## src/hw/rtl/rotor_cipher_engine_top_macros.svh

```systemverilog
// Assertion macros for the rotor cipher engine.
// Included by rotor_cipher_engine_top; no other dependencies.
`ifndef ROTOR_CIPHER_ENGINE_TOP_MACROS_SVH
`define ROTOR_CIPHER_ENGINE_TOP_MACROS_SVH

// Same-cycle implication, held off during reset.
`define RCE_ASSERT_IMPLY(label, clk, rst_n, ante, cons, msg) \
	label: assert property (@(posedge clk) disable iff (!rst_n) (ante) |-> (cons)) \
		else $error(msg);

// Next-cycle implication, held off during reset.
`define RCE_ASSERT_NEXT(label, clk, rst_n, ante, cons, msg) \
	label: assert property (@(posedge clk) disable iff (!rst_n) (ante) |=> (cons)) \
		else $error(msg);

`endif

```

## src/hw/rtl/rce_ram.sv

```systemverilog
// Generic single-port-write, single-port-read RAM with registered read data.
// No dependencies; instanced for every table of the rotor cipher engine.
module rce_ram #(
	parameter int WIDTH = 8,
	parameter int DEPTH = 64
) (
	input  logic                     clk,
	input  logic                     we,
	input  logic [$clog2(DEPTH)-1:0] waddr,
	input  logic [WIDTH-1:0]         wdata,
	input  logic [$clog2(DEPTH)-1:0] raddr,
	output logic [WIDTH-1:0]         rdata
);

	logic [WIDTH-1:0] mem [DEPTH];

	always_ff @(posedge clk) begin
		if (we) begin
			mem[waddr] <= wdata;
		end
		rdata <= mem[raddr];
	end

endmodule

```

## config.mk

```make
export PLATFORM = sky130hd
export DESIGN_NAME = rce_ram
export DESIGN_NICKNAME = d
export VERILOG_FILES = /design/src/hw/rtl/rotor_cipher_engine_top_macros.svh /design/src/hw/rtl/rce_ram.sv
export SDC_FILE = /design/constraint.sdc
export NUM_CORES = 1
export LEC_CHECK = 0
export BUFFER_PORTS_ARGS = -buffer_cell sky130_fd_sc_hd__buf_2
export CAP_MARGIN = 20
export CORE_MARGIN = 2
export CORE_UTILIZATION = 41
export DETAILED_ROUTE_END_ITERATION = 16
export MAX_ROUTING_LAYER = met4
export PLACE_DENSITY_LB_ADDON = 0.1
export SLEW_MARGIN = 20
export SYNTH_ARGS = -nofsm -noshare
export SYNTH_HDL_FRONTEND = slang
export SYNTH_SLANG_ARGS = --single-unit
```

## constraint.sdc

```tcl
create_clock -name clk -period 1.95 [get_ports clk]
set_input_delay 0.2925 -clock clk [delete_from_list [all_inputs] [get_ports clk]]
set_output_delay 0.2925 -clock clk [all_outputs]
set_load 0.02 [all_outputs]
```

# Word-level counts from Yosys, hierarchy flattened
# Memories as Yosys holds them, arrays and structs flattened. A register that Yosys moved wholly into a read port is not among the register bits.
# Cells that the tools add are included.
# word_totals
mem_count,1
mem_bits_rw,512
in_bits,22
out_inout_bits,8
reg_bits,0
elab_cells,3
# op_classes
mux,2
# mem_list
name,depth,word_bits,rd,rd_clocked_by_memory_dff,wr,line_no,text
mem,64,8,1,1,1,rce_ram.sv:15,logic [WIDTH-1:0] mem [DEPTH];
# ops
cell,n
$mux W1,2

# Longest topological paths before layout
# depth
ltp_word,2
depth_mapped,9
ltp_nobuf,5

# Worst setup path before layout
# No wires, ideal clock.
# synth_path
path_kind,input port to flip-flop
from,in raddr[1]
to,reg rdata[3] (read register of mem)
arrival_ns,1.832
setup_ns,0.128
cell_stages,7
path_buffers,3
path_slack_ns,-0.010
t_required_ns,1.822
cell_sequence,buf_4 -> buf_2 -> buf_2 -> mux4_2 -> mux4_2 -> o21ai_1 -> o41ai_1
# synth_rtl
item,line_no,text
"start, declared",rce_ram.sv:11,"input logic [$clog2(DEPTH)-1:0] raddr,"
"end, declared",rce_ram.sv:12,output logic [WIDTH-1:0] rdata

==> results.cfg <==
[route]
postRouteAntennaNets = 1
vias_per_cell = 5.35
wl_per_cell_um = 26.4
via_count = 9995
remaining_drc_errors = 0
totalWireLength_mm = 49.4
drt_first_iter_violations = 983
drt_first_pass_iters = 5

[logic_synthesis]
ys_seq_elements = 520
netlist.top_cell.by_area = edfxtp_1
synth-warning-count = 0
synth_edf_count = 512
syn_area_sq_um = 20200
synthesis.area_per_instance_sq_um = 21.5
synth-async-reset-ratio_pct = 0
yosysUniqueCellTypes = 40
syn_nets = 962
synthDominantCellAreaShare_pct = 76.2
yosys_most_used_dff = edfxtp_1
seq_area_frac_synth_pct = 77.0
post_synth_inst_count = 940
yosys-top-cells-area = edfxtp_1 76%, mux4_2 14%, nor2_1 1.5%

[sta]
final.setup.worst_slack_ns = 0.00379
final.min_clock_period_ns = 1.95
min_period_over_period_pct = 99.8
grt_setup_unrepaired = yes
final_max_slew_viol_count = 0
transition_time_at_the_pin_with_the_least_slew_margin_ns = 0.780
finalSetupTns_ns = 0
setup_violating_endpoint_count_in_the_final_report = 0
max_slew_margin_pct = 48.0
finalHoldViolCount = 0
fin_skew_ns = 0.0143
fmaxAchievable_mhz = 514
fin_hold_ws_ns = 0.146

[finish]
final_core_util_pct = 49.8
areaGrowthSynthToFinish_pct = 20.4
layout-drive-gt1-share_pct = 35.9
nets = 1179
final_cell_area_sq_um = 24300

[worst_setup_path]
path_class = reg -> reg
worstPathArrival_ns = 2.41
timing.critical_path.required_ns = 2.42
worstSetupEndpointType = flip-flop
start_kind = flip-flop
highest_net_fanout_along_the_worst_path = 1

[pwr]
ir_drop_mv = 0.673
power-per-cell-area_nw_per_um2 = 991
power.leakage_nw = 7.95

[clock_tree]
cts.root.buffer_cell = clkbuf_16
clock_pin_transition_on_the_worst_setup_and_hold_timing_paths_ns = 0.06
cts_tree = built
max_h_tree_level = 2
later_pin_clock_latency_in_the_skew_report_ns = 0.60
cts.path.max_buffers = 3
cts_sink_count = 520
postCtsSetupBuffers = 0
cts-buffers-inserted = 56
hold_bufs_at_cts = 0

[global_route]
first_global_vias = 10400
grt_overflow_total = 0
track_usage_pct = 20.6
grt_max_degree = 65
initial_antenna_violation_count = 1
grt_pass1_wl_mm = 72.0

[floorplanning]
dieHeight_um = 226
fp.dieArea_sq_um = 51000
num_rows = 81
floorplan.initialDensity_pct = 41.4
placeableCoreArea_sq_um = 48700
die-width_um = 226
num_io_pins = 30

[placed_design]
gp_routability_congestion = 0.791
port_buffers = 29
standard_cell_area_after_detailed_placement_sq_um = 22400
dp_hpwl_mm = 31.9
dp_slack_ns = -0.811

[hold_path]
worstHoldPathType = in -> reg

[job]
count_of_max_cap_constraint_violations = 0

[run_status]
violations = antenna violations
result_of_the_run = finished with violations
## final cells by class
cell class / count / area (sq um)
antenna: 5 / 12.5
clock buffer: 80 / 1520
clock inverter: 21 / 234
fill: 3988 / 24500
multi-input combinational: 369 / 4410
sequential: 520 / 15500
tap: 664 / 831
timing repair buffer: 210 / 1740
## routing by layer
metal | track usage [%] | wire length [um]
met1 | 28.0 | 22000
met2 | 32.2 | 24000
met3 | 3.01 | 1980
met4 | 6.88 | 1450
met5 | - | 0
## per-stage QoR
stage,power [mW],cells
floorplan,13.3,940
global placement,14.0,1764
detailed placement,14.0,1765
CTS,24.3,1866
global route,24.8,1864
finish,24.1,1869
## registers in the layout, summed over array words and instances, names as in the netlist
| name | flops |
|---|---|
| mem | 512 |
| rdata | 8 |
## layout by cell type, fill, tap and decap left out, types with 3 or more instances in the layout
| master | netlist | layout |
|---|---|---|
| edfxtp_1 | 512 | 512 |
| buf_4 | 13 | 166 |
| mux4_2 | 126 | 126 |
| nor2_1 | 83 | 80 |
| clkbuf_16 | 0 | 58 |
| buf_2 | 11 | 26 |
| mux2i_1 | 23 | 23 |
| clkbuf_1 | 17 | 22 |
| nand2_1 | 19 | 19 |
| buf_12 | 2 | 15 |
| nor2b_1 | 14 | 14 |
| nand3_1 | 13 | 13 |
| mux2_2 | 13 | 11 |
| o221ai_1 | 8 | 8 |
| o22ai_1 | 8 | 8 |
| dfxtp_1 | 8 | 8 |
| nand2b_1 | 7 | 7 |
| clkinv_1 | 0 | 7 |
| diode_2 | 0 | 5 |
| nor3_1 | 7 | 5 |
| a221oi_1 | 6 | 5 |
| bufinv_16 | 0 | 5 |
| clkinv_2 | 0 | 5 |
| a211oi_1 | 4 | 4 |
| nand3b_1 | 3 | 3 |
| a21oi_1 | 3 | 3 |
| a22oi_1 | 3 | 3 |
| o2111ai_1 | 3 | 3 |
| o2bb2ai_1 | 3 | 3 |
## power by group
| group | internal, mW | switching (mW) | total, mW | leakage, nW |
|---|---|---|---|---|
| Clock | 6.06 | 4.18 | 10.2 | 0.846 |
| Sequential | 12.4 | 0.0436 | 12.4 | 4.67 |
| Combinational | 0.599 | 0.801 | 1.40 | 2.43 |
## path summary, 6_finish.rpt
kind | start | end | slack [ns] | cells past startpoint
max | mem[6][2]$_DFFE_PP_ | rdata[2]$_DFF_P_ | 0.004 | 5
min | wdata[5] | mem[4][5]$_DFFE_PP_ | 0.15 | 1
max reg2reg | mem[6][2]$_DFFE_PP_ | rdata[2]$_DFF_P_ | 0.004 | 5
min reg2reg | mem[18][1]$_DFFE_PP_ | rdata[1]$_DFF_P_ | 0.82 | 4
## worst max-delay path, stage by stage (launching register included)
cell and delay (ns):
edfxtp_1 0.37, mux4_2 0.52, mux4_2 0.57, nor2_4 0.15, nor3_1 0.06, o2bb2ai_1 0.14
## synth_stat cells (4+ instances only)
cell type,instances
edfxtp_1,512
mux4_2,126
nor2_1,83
mux2i_1,23
nand2_1,19
clkbuf_1,17
nor2b_1,14
buf_4,13
mux2_2,13
nand3_1,13
buf_2,11
dfxtp_1,8
o221ai_1,8
o22ai_1,8
nand2b_1,7
nor3_1,7
a221oi_1,6
a211oi_1,4
buf_1,4
buf_6,4
## cells by family (layout without fill, tap and decap cells)
family / after synthesis / after routing / synth area share, %
DFF: 520 / 520 / 77.0
muxes: 162 / 162 / 15.9
and+or+nand+nor: 153 / 153 / 3.39
AOI/OAI and AO/OA: 54 / 54 / 2.07
buffers and inverters: 51 / 311 / 1.57
other: 0 / 5 / 0
## repair_timing
item | 4_1_cts | 5_1_grt
gates resized for setup | 10 | 8
endpoints found under the hold margin | 0 | 0
setup endpoints to repair | 5 | 7
pin swaps | 1 | 6
cloned | 0 | 1
No activity file was read; power rests on OpenSTA's default activity.
